**config.mk**
```make
export PLATFORM = sky130hd
export DESIGN_NAME = crtc_vertical_timing_regs
export DESIGN_NICKNAME = d
export VERILOG_FILES = /design/src/design/cvt_pkg.sv /design/src/design/cvt_regfile.sv /design/src/design/cvt_timing.sv /design/src/design/crtc_vertical_timing_regs.sv
export SDC_FILE = /design/constraint.sdc
export NUM_CORES = 1
export LEC_CHECK = 0
export BUFFER_PORTS_ARGS = -buffer_cell sky130_fd_sc_hd__buf_2
export CORE_UTILIZATION = 65
export DETAILED_ROUTE_END_ITERATION = 16
export PLACE_DENSITY = 0.82
export SKIP_CTS_REPAIR_TIMING = 1
export SYNTH_ARGS = -nofsm -noshare
export SYNTH_HDL_FRONTEND = slang
export SYNTH_SLANG_ARGS = --single-unit
export TNS_END_PERCENT = 1
```
**constraint.sdc**
```tcl
create_clock -name clk -period 6.3 [get_ports clk]
set_input_delay 1.26 -clock clk [delete_from_list [all_inputs] [get_ports clk]]
set_output_delay 1.26 -clock clk [all_outputs]
set_load 0.05 [all_outputs]
```
**src/design/cvt_pkg.sv**
```systemverilog
`timescale 1ns / 1ps

package cvt_pkg;

  // Number of implemented controller registers (indexes at or above read as zero)
  localparam int CrtcRegs = 32;
  localparam int IdxW     = 5;

  // Bus ports
  localparam logic [15:0] PortIndex  = 16'h03d4;
  localparam logic [15:0] PortData   = 16'h03d5;
  localparam logic [15:0] PortStatus = 16'h03da;
  localparam logic [15:0] PortArray  = 16'h03de;

  // Array entry that holds the wide addressing mode
  localparam logic [IdxW-1:0] ArrayWide = 5'd5;

  localparam logic [15:0] StartMask   = 16'h3fff;
  localparam logic [7:0]  BlinkSelMsk = 8'h60;
  localparam logic [7:0]  BlinkOff    = 8'h20;
  localparam logic [4:0]  VsyncLines  = 5'd16;

  typedef enum logic [1:0] {
    KIND_TICK  = 2'd0,
    KIND_WRITE = 2'd1,
    KIND_READ  = 2'd2
  } kind_t;

  // Timing registers seen by the vertical counters
  typedef struct packed {
    logic [7:0] r1;
    logic [7:0] r4;
    logic [7:0] r5;
    logic [7:0] r6;
    logic [7:0] r7;
    logic [7:0] r8;
    logic [7:0] r9;
    logic [7:0] r10;
    logic [7:0] r11;
    logic [7:0] r12;
    logic [7:0] r13;
    logic       wide_mode;
  } cfg_t;

  // Visible timing state after an update
  typedef struct packed {
    logic        display_on;
    logic [4:0]  scan_line;
    logic [7:0]  char_row;
    logic [15:0] char_address;
    logic        cursor_visible;
    logic [3:0]  status_bits;
  } timing_t;

  // Writable bits of each controller register
  function automatic logic [7:0] reg_mask(input logic [IdxW-1:0] idx);
    logic [7:0] m;
    case (idx)
      5'd5, 5'd9, 5'd11: m = 8'h1f;
      5'd8:              m = 8'hf3;
      5'd10:             m = 8'h7f;
      5'd12, 5'd14:      m = 8'h3f;
      5'd0, 5'd1, 5'd2, 5'd3, 5'd4, 5'd6, 5'd7,
      5'd13, 5'd15, 5'd16, 5'd17: m = 8'hff;
      default:           m = 8'h00;
    endcase
    return m;
  endfunction

endpackage

```
**src/design/cvt_regfile.sv**
```systemverilog
`timescale 1ns / 1ps

module cvt_regfile (
  input  logic               clk,
  input  logic               rst,
  input  logic               wr_en,
  input  logic [15:0]        port,
  input  logic [7:0]         value,
  output cvt_pkg::cfg_t      cfg,
  output logic [4:0]         crtc_index,
  output logic [7:0]         rd_data
);
  import cvt_pkg::*;

  logic [7:0]      crtc_file [32];
  logic [IdxW-1:0] table_index;
  logic            wide_mode;
  logic            idx_ok;

  assign idx_ok = {1'b0, crtc_index} < 6'(CrtcRegs);

  // Apply bus writes to the index, register file and array ports
  always_ff @(posedge clk) begin
    if (rst) begin
      crtc_index  <= '0;
      table_index <= '0;
      wide_mode   <= 1'b0;
      for (int i = 0; i < 32; i++) begin
        crtc_file[i] <= '0;
      end
    end else if (wr_en) begin
      case (port)
        PortIndex:  crtc_index <= value[IdxW-1:0];
        PortData: begin
          if (idx_ok) begin
            crtc_file[crtc_index] <= value & reg_mask(crtc_index);
          end
        end
        PortStatus: table_index <= value[IdxW-1:0];
        PortArray: begin
          if (table_index == ArrayWide) begin
            wide_mode <= value[0];
          end
        end
        default: ;
      endcase
    end
  end

  // Read at the current index
  assign rd_data = idx_ok ? crtc_file[crtc_index] : 8'h00;

  // Fixed taps for the vertical timing
  assign cfg.r1        = crtc_file[1];
  assign cfg.r4        = crtc_file[4];
  assign cfg.r5        = crtc_file[5];
  assign cfg.r6        = crtc_file[6];
  assign cfg.r7        = crtc_file[7];
  assign cfg.r8        = crtc_file[8];
  assign cfg.r9        = crtc_file[9];
  assign cfg.r10       = crtc_file[10];
  assign cfg.r11       = crtc_file[11];
  assign cfg.r12       = crtc_file[12];
  assign cfg.r13       = crtc_file[13];
  assign cfg.wide_mode = wide_mode;

endmodule

```
**src/design/cvt_timing.sv**
```systemverilog
`timescale 1ns / 1ps

module cvt_timing (
  input  logic             clk,
  input  logic             rst,
  input  logic             tick_en,
  input  cvt_pkg::cfg_t    cfg,
  output logic [3:0]       status_cur,
  output cvt_pkg::timing_t nxt
);
  import cvt_pkg::*;

  logic        line_phase,      line_phase_next;
  logic [4:0]  scan_line,       scan_line_next;
  logic [7:0]  char_row,        char_row_next;
  logic [4:0]  adjust_left,     adjust_left_next;
  logic [4:0]  vsync_left,      vsync_left_next;
  logic [15:0] char_address,    char_address_next;
  logic [15:0] row_start,       row_start_next;
  logic        display_on,      display_on_next;
  logic        cursor_line_on,  cursor_line_on_next;
  logic        cursor_blink_on, cursor_blink_on_next;
  logic [4:0]  frame_counter,   frame_counter_next;
  logic [3:0]  status_bits,     status_bits_next;

  logic        interlace;
  logic [15:0] start_addr;
  logic [15:0] step;

  function automatic logic scan_match(input logic [4:0] scan, input logic [7:0] target,
                                      input logic il);
    return ({3'b000, scan} == target) || (il && ({3'b000, scan} == {1'b0, target[7:1]}));
  endfunction

  assign interlace  = cfg.r8[1:0] == 2'b11;
  assign start_addr = cfg.wide_mode ? {cfg.r12, cfg.r13} : ({cfg.r12, cfg.r13} & StartMask);
  assign step       = cfg.wide_mode ? {7'b0, cfg.r1, 1'b0} : {8'b0, cfg.r1};

  // Half-line update: end-of-display phase, then end-of-line phase
  always_comb begin
    line_phase_next      = line_phase;
    scan_line_next       = scan_line;
    char_row_next        = char_row;
    adjust_left_next     = adjust_left;
    vsync_left_next      = vsync_left;
    char_address_next    = char_address;
    row_start_next       = row_start;
    display_on_next      = display_on;
    cursor_line_on_next  = cursor_line_on;
    cursor_blink_on_next = cursor_blink_on;
    frame_counter_next   = frame_counter;
    status_bits_next     = status_bits;
    if (tick_en) begin
      if (!line_phase) begin
        status_bits_next[0] = 1'b1;
        line_phase_next     = 1'b1;
        if (display_on) begin
          char_address_next = char_address + step;
        end
        if (char_row == cfg.r7 && scan_line == 5'd0) begin
          status_bits_next[3] = 1'b1;
        end
      end else begin
        if (display_on) begin
          status_bits_next[0] = 1'b0;
        end
        line_phase_next = 1'b0;
        if (vsync_left != 5'd0) begin
          vsync_left_next = vsync_left - 5'd1;
          if (vsync_left_next == 5'd0) begin
            status_bits_next[3] = 1'b0;
          end
        end
        if (scan_match(scan_line, {3'b000, cfg.r11[4:0]}, interlace)) begin
          cursor_line_on_next = 1'b0;
        end
        if (adjust_left != 5'd0) begin
          // Vertical adjust lines
          scan_line_next    = scan_line + 5'd1;
          char_address_next = row_start;
          adjust_left_next  = adjust_left - 5'd1;
          if (adjust_left_next == 5'd0) begin
            display_on_next   = 1'b1;
            char_address_next = start_addr;
            row_start_next    = start_addr;
            scan_line_next    = 5'd0;
          end
        end else if (scan_match(scan_line, cfg.r9, interlace)) begin
          // End of character row
          row_start_next = char_address;
          scan_line_next = 5'd0;
          char_row_next  = char_row + 8'd1;
          if (char_row_next == cfg.r6) begin
            display_on_next = 1'b0;
          end
          if (char_row == cfg.r4) begin
            char_row_next    = 8'd0;
            adjust_left_next = cfg.r5[4:0];
            if (cfg.r5[4:0] == 5'd0) begin
              display_on_next   = 1'b1;
              char_address_next = start_addr;
              row_start_next    = start_addr;
            end
            if ((cfg.r10 & BlinkSelMsk) == BlinkOff) begin
              cursor_blink_on_next = 1'b0;
            end else begin
              cursor_blink_on_next = frame_counter[4];
            end
          end
          if (char_row_next == cfg.r7) begin
            display_on_next    = 1'b0;
            vsync_left_next    = VsyncLines;
            frame_counter_next = frame_counter + 5'd1;
          end
        end else begin
          scan_line_next    = scan_line + 5'd1;
          char_address_next = row_start;
        end
        if (scan_match(scan_line_next, {3'b000, cfg.r10[4:0]}, interlace)) begin
          cursor_line_on_next = 1'b1;
        end
      end
    end
  end

  // Hold timing state
  always_ff @(posedge clk) begin
    if (rst) begin
      line_phase      <= 1'b0;
      scan_line       <= '0;
      char_row        <= '0;
      adjust_left     <= '0;
      vsync_left      <= '0;
      char_address    <= '0;
      row_start       <= '0;
      display_on      <= 1'b0;
      cursor_line_on  <= 1'b0;
      cursor_blink_on <= 1'b0;
      frame_counter   <= '0;
      status_bits     <= '0;
    end else begin
      line_phase      <= line_phase_next;
      scan_line       <= scan_line_next;
      char_row        <= char_row_next;
      adjust_left     <= adjust_left_next;
      vsync_left      <= vsync_left_next;
      char_address    <= char_address_next;
      row_start       <= row_start_next;
      display_on      <= display_on_next;
      cursor_line_on  <= cursor_line_on_next;
      cursor_blink_on <= cursor_blink_on_next;
      frame_counter   <= frame_counter_next;
      status_bits     <= status_bits_next;
    end
  end

  assign status_cur         = status_bits;
  assign nxt.display_on     = display_on_next;
  assign nxt.scan_line      = scan_line_next;
  assign nxt.char_row       = char_row_next;
  assign nxt.char_address   = char_address_next;
  assign nxt.cursor_visible = cursor_line_on_next && cursor_blink_on_next;
  assign nxt.status_bits    = status_bits_next;

  // Counters move only on ticks
  a_hold_without_tick: assert property (@(posedge clk) disable iff (rst)
    !tick_en |=> $stable(scan_line) && $stable(char_row) && $stable(char_address))
    else $error("timing state changed without a tick");

  // Each tick flips the phase
  a_phase_toggle: assert property (@(posedge clk) disable iff (rst)
    tick_en |=> line_phase != $past(line_phase))
    else $error("line phase did not toggle");

  // End-of-display phase flags display inactive
  a_inactive_flag: assert property (@(posedge clk) disable iff (rst)
    tick_en && !line_phase |=> status_bits[0])
    else $error("display inactive bit not set");

  // Vsync countdown never reloads above its line count
  a_vsync_bound: assert property (@(posedge clk) disable iff (rst)
    vsync_left <= VsyncLines)
    else $error("vsync countdown out of range");

endmodule

```
**src/design/crtc_vertical_timing_regs.sv**
```systemverilog
`timescale 1ns / 1ps
// Path: a request enters the input register when it is accepted, its result is loaded
//   into the result register when the input stage fires, and is held there until taken.
// Throughput: one request per cycle; the input register reloads whenever the result
//   register is empty or being taken.
// Reset (rst, synchronous): clears the register file, indexes, counters and both stages.
module crtc_vertical_timing_regs (
  input  logic        clk,
  input  logic        rst,
  input  logic        in_valid,
  output logic        in_stall,
  input  logic [1:0]  kind,
  input  logic [15:0] port,
  input  logic [7:0]  value,
  output logic        out_valid,
  input  logic        out_stall,
  output logic [7:0]  read_data,
  output logic        display_enable,
  output logic [4:0]  row_scan,
  output logic [7:0]  row_count,
  output logic [15:0] memory_address,
  output logic        cursor_visible,
  output logic [3:0]  status
);
  import cvt_pkg::*;

  logic            in_q_valid;
  logic [1:0]      kind_q;
  logic [15:0]     port_q;
  logic [7:0]      value_q;
  logic            advance;
  logic            fire;
  logic            tick_en;
  logic            wr_en;
  cfg_t            cfg;
  timing_t         tim_next;
  logic [IdxW-1:0] crtc_index;
  logic [7:0]      reg_rd;
  logic [3:0]      status_cur;
  logic [7:0]      rd_byte;

  assign advance  = !out_valid || !out_stall;
  assign in_stall = in_q_valid && !advance;
  assign fire     = in_q_valid && advance;
  assign tick_en  = fire && (kind_q == KIND_TICK);
  assign wr_en    = fire && (kind_q == KIND_WRITE);

  // Capture an incoming request
  always_ff @(posedge clk) begin
    if (rst) begin
      in_q_valid <= 1'b0;
    end else if (!in_stall) begin
      in_q_valid <= in_valid;
    end
  end

  always_ff @(posedge clk) begin
    if (in_valid && !in_stall) begin
      kind_q  <= kind;
      port_q  <= port;
      value_q <= value;
    end
  end

  cvt_regfile u_regfile (
    .clk        (clk),
    .rst        (rst),
    .wr_en      (wr_en),
    .port       (port_q),
    .value      (value_q),
    .cfg        (cfg),
    .crtc_index (crtc_index),
    .rd_data    (reg_rd)
  );

  cvt_timing u_timing (
    .clk        (clk),
    .rst        (rst),
    .tick_en    (tick_en),
    .cfg        (cfg),
    .status_cur (status_cur),
    .nxt        (tim_next)
  );

  // Decode a bus read
  always_comb begin
    rd_byte = 8'h00;
    if (kind_q == KIND_READ) begin
      case (port_q)
        PortIndex:  rd_byte = {3'b000, crtc_index};
        PortData:   rd_byte = reg_rd;
        PortStatus: rd_byte = {4'b0000, status_cur};
        default:    rd_byte = 8'hff;
      endcase
    end
  end

  // Result register
  always_ff @(posedge clk) begin
    if (rst) begin
      out_valid <= 1'b0;
    end else if (advance) begin
      out_valid <= in_q_valid;
    end
  end

  always_ff @(posedge clk) begin
    if (fire) begin
      read_data      <= rd_byte;
      display_enable <= tim_next.display_on;
      row_scan       <= tim_next.scan_line;
      row_count      <= tim_next.char_row;
      memory_address <= tim_next.char_address;
      cursor_visible <= tim_next.cursor_visible;
      status         <= tim_next.status_bits;
    end
  end

  // A request in the input stage lands in the result register once it moves
  a_fire_lands: assert property (@(posedge clk) disable iff (rst)
    fire |=> out_valid)
    else $error("processed request did not produce a result");

  // Writes and ticks are exclusive
  a_one_action: assert property (@(posedge clk) disable iff (rst)
    !(tick_en && wr_en))
    else $error("tick and write in the same cycle");

  // A held result keeps its request until taken
  a_no_overwrite: assert property (@(posedge clk) disable iff (rst)
    out_valid && out_stall |-> !fire)
    else $error("result overwritten while stalled");

endmodule

```
==> run_results.csv, run 1 <==
group,metric,value,unit
synthesis,synth_top_area_share,0.4981,
synthesis,yosys_most_used_dff,"edfxtp_1",
synthesis,yosys.area.top_type,"edfxtp_1",
setup_path,path_class,"reg -> reg",
synthesis,ys_ff_latch,412,
synthesis,synth_edf_count,323,
sta,fin_setup_tns,0,ns
finish,final_area,21480,um^2
setup_path,crit_cells,9,
synthesis,synthTopCellsByArea,"edfxtp_1 50%, mux4_2 9.3%, dfxtp_1 9.1%",
sta,hold_viol_final,0,
finish,drive_gt1_frac,0.1664,
sta,slew_viol_final,0,
sta,setup_viol,0,
sta,slew_headroom,0.2089,
finish,areaGrowthSynthToFinish,10.29,%
floorplan,fp.dieW,175.1,um
outcome,outcome,"completed",
routing,wl_met1,18330,um
sta,tightestPinTransition,1.187,ns
routing,wl_per_cell,23.85,um
global_route,grt_pass1_wl,76380,um
clock_tree,htree_levels,2,
setup_path,crit_end,"memory_address[0]",
routing,ant_nets,0,
setup_path,crit_path_end_kind,"flop",
floorplan,ios,75,
clock_tree,cts_buffers,42,
global_route,globalRouteTotalUtil,0.3315,
routing,route.detailed.drc,0,
sta,max_freq,254.2,MHz
setup_path,r2r_slack,2.37,ns
routing,route.met2.wl,23380,um
clock_tree,clock-sinks,412,
setup_path,cp_slowest_cell,"nor2_1",
routing,dr.pass1.iters,7,
setup_path,max_stage_delay,0.92,ns
floorplan,rows,63,
routing,topRoutingLayerUsed,"met4",
setup_path,critPathTopFamily,"simple AND/OR/NAND/NOR gates",
pwr,power.leakage,7.427,nW
synthesis,ys_seq_area_frac,0.5896,
setup_path,crit_required,6.61,ns
setup_path,startpoint,"u_timing.adjust_left[0]",
job,cap_violations,0,
clock_tree,tritoncts,"yes",
pwr,power.total,5.871,mW
placed_design,dpl_cell_area,20080,um^2
finish,fillers,1924,
setup_path,reg2reg_to,"memory_address[0]",
synthesis,synth_warnings,0,
floorplan,start_util,0.6588,
setup_path,reg2reg_depth,9,
floorplan,die_h,175.1,um
floorplan,dieArea,30660,um^2
global_route,grt_pass1_vias,13250,
hold_path,hp-class,"reg -> reg",
routing,via_per_inst,6.612,
floorplan,core_area,29560,um^2
setup_path,critical_path.max_fanout,13,
synthesis,syn-cell-area,19470,um^2
sta,fin_skew,0.01584,ns
setup_path,cp_data_arrival_time,4.24,ns
placed_design,post-dp-hpwl,33100,um
sta,period_needed,3.933,ns
clock_tree,cts_max_path_buffers,3,
pwr,ir_drop,254.7,uV
global_route,grt_max_degree,66,
sta,fin_crit_sh,0.6244,
setup_path,r2r_start,"u_timing.adjust_left[0]",
setup_path,critical_path.startpoint_type,"flop",
placed_design,numPortBuffers,72,
routing,wl_met3,5472,um
setup_path,cpMostUsedCell,"nor2_1",
global_route,grt_remaining_overflow,0,
synthesis,synthArstFlopShare,0,
routing,vias,13750,
sta,rsz0062_at_grt,"no",
placed_design,place.gp.congestion,0.9277,
pwr,power_density,273.4,nW/um^2
finish,finalNetCount,1704,
setup_path,path_cells,"inv_1 > ha_1 > nor4b_2 > nand2_1 > o32a_2 > nor2_1 > a221o_1 > a21oi_1 > nor2_1",
routing,routed_wl,49590,um
setup_path,worst-path-buf-inv,1,
clock_tree,clk_latency,0.54,ns
synthesis,postSynthCellCount,1619,
clock_tree,cts-root-buf,"clkbuf_16",
finish,num_antenna_cells,0,
synthesis,avgSynthCellArea,12.03,um^2
routing,drtIter0Drc,1905,
global_route,grt_antenna_before_repair,0,
clock_tree,cts.clk_slew.worst_paths,0.07,ns
synthesis,synth_cell_types,82,
## final cells by class
type	count	area, um^2	share of cell area
clock buffers	57	1191	0.05546
well taps	390	488.0	0.02272
repair buffers	90	495.5	0.02307
flip-flops and latches	412	11490	0.5348
clock inverters	21	206.4	0.009612
multi-input cells	1081	7506	0.3495
inverters	28	105.1	0.004893
## synthesized netlist by cell type, drive strengths merged (8+ instances only)
cell type  instances
nor2             330
edfxtp           323
nand2            137
dfxtp             89
mux4              80
clkbuf            74
a21oi             57
o21ai             55
xnor2             39
nor3              35
nand3             30
inv               28
xor2              27
buf               25
and2              23
ha                18
mux2i             17
nand2b            14
nor4              14
a221o             12
mux2              11
o31ai             11
a31oi             10
o21a              10
and3               9
or3                9
nand3b             8
nand4              8
o22ai              8
or2                8
## worst register-to-register path: stages, from the launching register on
cell and delay [ns]:
dfxtp_1 0.35, inv_1 0.07, ha_1 0.23, nor4b_2 0.69
nand2_1 0.21, o32a_2 0.52, nor2_1 0.92, a221o_1 0.29
a21oi_1 0.07, nor2_1 0.35
## where the power goes
part,switching (mW),total [mW],internal (mW)
Clock,1.04,2.50,1.46
Combinational,0.194,0.272,0.0785
Sequential,0.0708,3.10,3.03
## worst min path at each step
| stage | start | end | slack [ns] | cells past startpoint |
|---|---|---|---|---|
| finish | in_q_valid | out_valid | 0.47 | 2 |
| global route | u_timing.row_start[15] | u_timing.row_start[15] | 0.50 | 2 |
| CTS | in_q_valid | out_valid | 0.48 | 2 |
| detailed placement | u_timing.row_start[6] | u_timing.row_start[6] | 0.47 | 2 |
| global placement | in_q_valid | out_valid | 0.45 | 2 |
| floorplan | u_timing.row_start[6] | u_timing.row_start[6] | 0.44 | 2 |
## layout by cell type, fill, tap and decap left out, types with 8 or more instances in the layout
| cell | netlist | final |
|---|---|---|
| nand2_1 | 137 | 135 |
| o21a_1 | 10 | 10 |
| a21oi_1 | 57 | 57 |
| nand3_1 | 30 | 30 |
| xor2_1 | 27 | 27 |
| nand2b_1 | 14 | 14 |
| or3_1 | 9 | 9 |
| mux2_2 | 11 | 11 |
| edfxtp_1 | 323 | 323 |
| buf_2 | 8 | 72 |
| o22ai_1 | 8 | 8 |
| nor3_1 | 31 | 30 |
| o31ai_1 | 11 | 11 |
| clkbuf_1 | 74 | 10 |
| nor4_1 | 14 | 14 |
| xnor2_1 | 39 | 39 |
| ha_1 | 18 | 18 |
| a31oi_1 | 10 | 10 |
| buf_4 | 3 | 18 |
| and3_1 | 9 | 9 |
| nor2_1 | 330 | 329 |
| nand4_1 | 8 | 8 |
| mux2i_1 | 17 | 17 |
| clkbuf_16 | 0 | 45 |
| o21ai_0 | 53 | 53 |
| and2_1 | 23 | 23 |
| nand3b_1 | 8 | 8 |
| mux4_2 | 80 | 80 |
| inv_1 | 27 | 25 |
| dfxtp_1 | 89 | 87 |
| a221o_1 | 12 | 12 |
## per-layer routing
layer | vias to the layer above | global-route usage
met5 | - | 0
met1 | 6605 | 0.4487
met4 | 0 | 0.1645
li1 | 6055 | -
met3 | 151 | 0.05875
met2 | 935 | 0.5225
## logic make-up (layout without fill, tap and decap cells)
logic type	after synthesis	count (layout)	synth area share
other	1	2	0.0001926
multiplexers	108	108	0.1076
AND/OR/NAND/NOR	661	661	0.1540
flip-flops	412	412	0.5896
XOR/XNOR	68	68	0.03206
buffers and inverters	127	196	0.02634
adder cells (fa/ha/maj)	19	19	0.01259
AO/OA/AOI/OAI	223	223	0.07762
## per-stage QoR
step                  util  instances  hold WS (ns)  setup WS (ns)
finish              0.7266       2079        0.4715          2.367
global route        0.7266       2079        0.4958          2.212
CTS                 0.7266       2079        0.4787          2.427
detailed placement  0.6793       2001        0.4659          2.287
global placement    0.6793       2001        0.4541          2.311
floorplan                -       1620        0.4403          2.397
## registers in the layout (all words and copies together) (netlist names), 8 cells and up, named ones only
signal,cells
u_regfile.crtc_file,256
u_timing.row_start,16
u_timing.char_address,16
row_count,8
memory_address,16
value_q,8
read_data,8
port_q,16
u_timing.char_row,8
Note: power is estimated with default switching activity, not from simulation.
==> run 2, diff against run 1 <==
- CORE_UTILIZATION: 65 -> 56
- PLACE_DENSITY: 0.82 -> 0.75
- clock period: 6.3 -> 3.5 ns (I/O delays scaled with it)
==> run 2 against run 1 <==
  * Critical path depth rose by 1
  * Hold slack got worse by 0.15 ns
  * Maximum frequency rose by 23%
  * First-iteration DRC count fell by 21%
  * Die area rose by 16%
  * Largest cell class unchanged
==> run_results.csv, run 2 (synthesis gave the netlist of run 1 again) <==
group,metric,value,unit
outcome,outcome,"completed",
clock_tree,cts_max_path_buffers,3,
global_route,grt_max_degree,66,
hold_path,hp-class,"in -> reg",
routing,routed_wl,49470,um
clock_tree,cts-root-buf,"clkbuf_16",
placed_design,numPortBuffers,72,
placed_design,post-dp-hpwl,32720,um
clock_tree,cts_buffers,42,
floorplan,core_area,33870,um^2
finish,fin_util,0.6452,
setup_path,path_class,"reg -> reg",
sta,fin_setup_tns,0,ns
floorplan,rows,67,
floorplan,dieArea,35520,um^2
floorplan,start_util,0.5750,
setup_path,cpMostUsedCell,"or4b_4",
finish,drive_gt1_frac,0.1852,
setup_path,critical_path.max_fanout,13,
finish,layout_commonest_cell,"nor2_1",
sta,fin_crit_sh,0.9121,
setup_path,path_cells,"inv_1 > ha_1 > or4b_4 > or4b_4 > o32a_2 > a211oi_2 > o2111ai_1 > buf_4 > o311ai_1 > o41ai_1",
setup_path,crit_required,3.87,ns
hold_path,min-delay-start,"port[6]",
clock_tree,clock-sinks,412,
sta,rsz0062_at_grt,"no",
floorplan,die_h,188.5,um
job,cap_violations,0,
pwr,power.leakage,7.693,nW
sta,fin_skew,0.01900,ns
finish,layout_common_cells,"329 x nor2_1, 323 x edfxtp_1, 130 x nand2_1",
sta,hold_viol_final,0,
global_route,grt_pass1_vias,13230,
finish,areaGrowthSynthToFinish,12.21,%
global_route,grt_pass1_wl,77160,um
setup_path,cp_slowest_cell,"or4b_4",
sta,tightestPinTransition,1.149,ns
finish,num_antenna_cells,0,
setup_path,max_stage_delay,0.57,ns
finish,finalNetCount,1733,
routing,vias,13680,
pwr,ir_drop,403.8,uV
setup_path,cp_data_arrival_time,3.56,ns
finish,regMostFlops,"u_regfile.crtc_file",
setup_path,r2r_start,"u_timing.adjust_left[0]",
setup_path,crit_path_end_kind,"flop",
routing,dr.pass1.iters,5,
global_route,globalRouteTotalUtil,0.2837,
pwr,power_density,491.4,nW/um^2
sta,slew_viol_final,0,
sta,period_needed,3.192,ns
floorplan,ios,75,
routing,route.detailed.drc,0,
routing,drtIter0Drc,1497,
routing,wl_per_cell,22.85,um
clock_tree,clk_latency,0.56,ns
floorplan,fp.dieW,188.5,um
setup_path,critical_path.startpoint_type,"flop",
clock_tree,cts.clk_slew.worst_paths,0.06,ns
sta,setup_viol,0,
setup_path,startpoint,"u_timing.adjust_left[0]",
global_route,grt_remaining_overflow,0,
clock_tree,tritoncts,"yes",
sta,whs,0.3218,ns
sta,slew_headroom,0.2339,
routing,via_per_inst,6.316,
sta,max_freq,313.3,MHz
routing,ant_nets,0,
global_route,grt_antenna_before_repair,0,
finish,largest_register_ffs,256,
placed_design,place.gp.congestion,0.9265,
clock_tree,htree_levels,2,
-- run 2: cell count changes in the layout (fill, tap and decap cells not counted), moves of 4 or more --
cell       delta
nand2_2       +5
buf_4        +27
bufinv_16     +4
clkbuf_1      -4
nand2_1       -5
-- run 2: metal layers --
metal	vias to the layer above	GRT usage	part of all wire
li1	6109	-	-
met1	6722	0.3866	0.39
met2	722	0.4540	0.48
met3	122	0.04656	0.088
met4	0	0.1197	0.039
met5	-	0	0
-- run 2: path summary, 6_finish.rpt --
kind | end | slack, ns | cells past startpoint
setup / recovery | u_timing.frame_counter[3] | 0.31 | 10
hold / removal | port_q[6] | 0.32 | 1
setup reg to reg | u_timing.frame_counter[3] | 0.31 | 10
hold reg to reg | u_timing.row_start[15] | 0.49 | 2
-- run 2: cell type report --
cell class                 count  area (um^2)
fill                        2530        12020
sequential                   412        11490
multi-input combinational   1081         7518
clock buffer                  51         1126
timing repair buffer         119        738.2
tap                          448        560.5
clock inverter                26        316.6
inverter                      28        105.1
-- run 2: critical path: cells and delay by family, from the launching register on --
kind                       cells  cell delay, ns
DFF                            1            0.35
buffers and inverters          2            0.27
adders and majority gates      1            0.21
and+or+nand+nor                2            1.07
AOI/OAI and AO/OA              5            1.13
-- run 2: power breakdown --
group | leakage [nW] | switching (mW) | total (mW) | internal [mW]
logic | 3.10 | 0.349 | 0.479 | 0.130
registers | 3.89 | 0.104 | 5.54 | 5.44
clock network | 0.707 | 1.90 | 4.72 | 2.82
-- run 2: stage by stage --
stage	cells	total power [mW]	cell area (um^2)	setup slack (ns)
after floorplan	1620	5.914	19480	0.1574
after global placement	2088	6.098	20410	0.4136
after detailed placement	2088	6.113	20410	0.3797
after CTS	2165	10.76	21850	0.3365
after global routing	2165	11.00	21850	0.1030
final	2165	10.74	21850	0.3077
==> run 3, diff against run 2 <==
- MAX_ROUTING_LAYER: unset -> met4
==> run 3 against run 2 <==
  * Clock-buffer cell count stayed put
  * Power hardly changed
  * Global-route usage is 0.94 points higher
  * Sequential power hardly changed
  * Critical path depth stayed put
  * Cell count stayed put
  * Sequential cell count stayed put
  * Critical path type unchanged
  * Via count is 0.71% higher
==> run_results.csv, run 3 (synthesis gave the netlist of run 1 again) <==
group,metric,value,unit
outcome,outcome,"completed",
sta,fin_crit_sh,0.9112,
finish,fillers,2530,
sta,max_freq,313.6,MHz
sta,setup_viol,0,
setup_path,max_stage_delay,0.56,ns
floorplan,core_area,33870,um^2
pwr,power_density,491.6,nW/um^2
global_route,grt_pass1_vias,13200,
routing,dr.pass1.iters,5,
finish,areaGrowthSynthToFinish,12.21,%
clock_tree,tritoncts,"yes",
clock_tree,cts-root-buf,"clkbuf_16",
clock_tree,cts_buffers,42,
setup_path,path_class,"reg -> reg",
sta,rsz0062_at_grt,"no",
placed_design,place.gp.congestion,0.9428,
routing,via_per_inst,6.361,
floorplan,fp.dieW,188.5,um
hold_path,hp-class,"in -> reg",
finish,largest_register_ffs,256,
placed_design,post-dp-hpwl,32720,um
routing,routed_wl,49500,um
placed_design,numPortBuffers,72,
finish,multi_input_area,7518,um^2
sta,fin_setup_tns,0,ns
finish,ff_latch_area,11490,um^2
finish,layout_common_cells,"329 x nor2_1, 323 x edfxtp_1, 130 x nand2_1",
pwr,ir_drop,403.9,uV
floorplan,start_util,0.5750,
sta,period_needed,3.189,ns
sta,tightestPinTransition,1.155,ns
finish,layout_commonest_cell,"nor2_1",
global_route,grt_pass1_wl,77300,um
clock_tree,clock-sinks,412,
pwr,power.leakage,7.693,nW
setup_path,path_cells,"inv_1 > ha_1 > or4b_4 > or4b_4 > o32a_2 > a211oi_2 > o2111ai_1 > buf_4 > o311ai_1 > o41ai_1",
clock_tree,cts_max_path_buffers,3,
finish,regMostFlops,"u_regfile.crtc_file",
routing,vias,13770,
floorplan,die_h,188.5,um
finish,fin_cells,2165,
routing,route.detailed.drc,0,
setup_path,cp_slowest_cell,"or4b_4",
finish,num_antenna_cells,0,
setup_path,crit_required,3.87,ns
sta,hold_viol_final,0,
routing,wl_per_cell,22.86,um
sta,whs,0.3179,ns
finish,fin_util,0.6452,
floorplan,dieArea,35520,um^2
setup_path,critical_path.max_fanout,13,
global_route,grt_remaining_overflow,0,
floorplan,rows,67,
placed_design,post-place-cells,2088,
sta,fin_skew,0.02105,ns
sta,slew_headroom,0.2299,
global_route,globalRouteTotalUtil,0.2930,
setup_path,cp_data_arrival_time,3.56,ns
routing,ant_nets,0,
finish,drive_gt1_frac,0.1852,
clock_tree,clk_latency,0.56,ns
setup_path,crit_path_end_kind,"flop",
clock_tree,cts.clk_slew.worst_paths,0.06,ns
sta,slew_viol_final,0,
setup_path,cpMostUsedCell,"or4b_4",
clock_tree,htree_levels,2,
routing,drtIter0Drc,1436,
setup_path,critPathTopFamily,"compound AO/OA/AOI/OAI gates",
job,cap_violations,0,
global_route,grt_antenna_before_repair,0,
setup_path,worst-path-buf-inv,2,
setup_path,r2r_slack,0.31,ns
global_route,grt_max_degree,66,
finish,finalNetCount,1733,
setup_path,critical_path.startpoint_type,"flop",
floorplan,ios,75,
## run 3: cell counts in the layout (fill, tap and decap cells not counted)
No cell type changed its count.
## run 3: cell type report
type,instances,area share
clock inverter,26,0.01449
tap,448,0.02565
multi-input combinational,1081,0.3441
inverter,28,0.004810
sequential,412,0.5257
timing repair buffer,119,0.03378
clock buffer,51,0.05153
## run 3: worst register-to-register path, delay by kind of cell, from the launching register on
family / cells / cell delay [ns]
and+or+nand+nor: 2 / 1.06
AOI/OAI and AO/OA: 5 / 1.13
adders and majority gates: 1 / 0.21
DFF: 1 / 0.35
buffers and inverters: 2 / 0.27
## run 3: per-layer routing
metal / routed length (um) / up-vias / part of all wire / GRT usage
li1: - / 6108 / - / -
met1: 19530 / 6786 / 0.39 / 0.3884
met2: 23640 / 765 / 0.48 / 0.4566
met3: 4508 / 113 / 0.091 / 0.04545
met4: 1827 / 0 / 0.037 / 0.1157
met5: 0 / - / 0 / -
## run 3: through the flow
stage               total power, mW  area [um^2]  setup WS [ns]
CTS                           10.76        21850         0.3365
global route                  11.00        21850         0.1023
floorplan                     5.914        19480         0.1574
global placement              6.098        20410         0.4136
detailed placement            6.113        20410         0.3797
finish                        10.74        21850         0.3108
## run 3: path summary, 6_finish.rpt
| kind | start | to | cells after the start |
|---|---|---|---|
| worst max-delay path | u_timing.adjust_left[0] | u_timing.frame_counter[3] | 10 |
| worst min register to register | u_timing.row_start[8] | u_timing.row_start[8] | 2 |
| worst min-delay path | port[6] | port_q[6] | 1 |
| worst max register to register | u_timing.adjust_left[0] | u_timing.frame_counter[3] | 10 |
## run 3: report_power, final
group | switching [mW] | internal, mW
clock | 1.91 | 2.82
combinational | 0.349 | 0.130
sequential | 0.103 | 5.44
total | 2.36 | 8.38
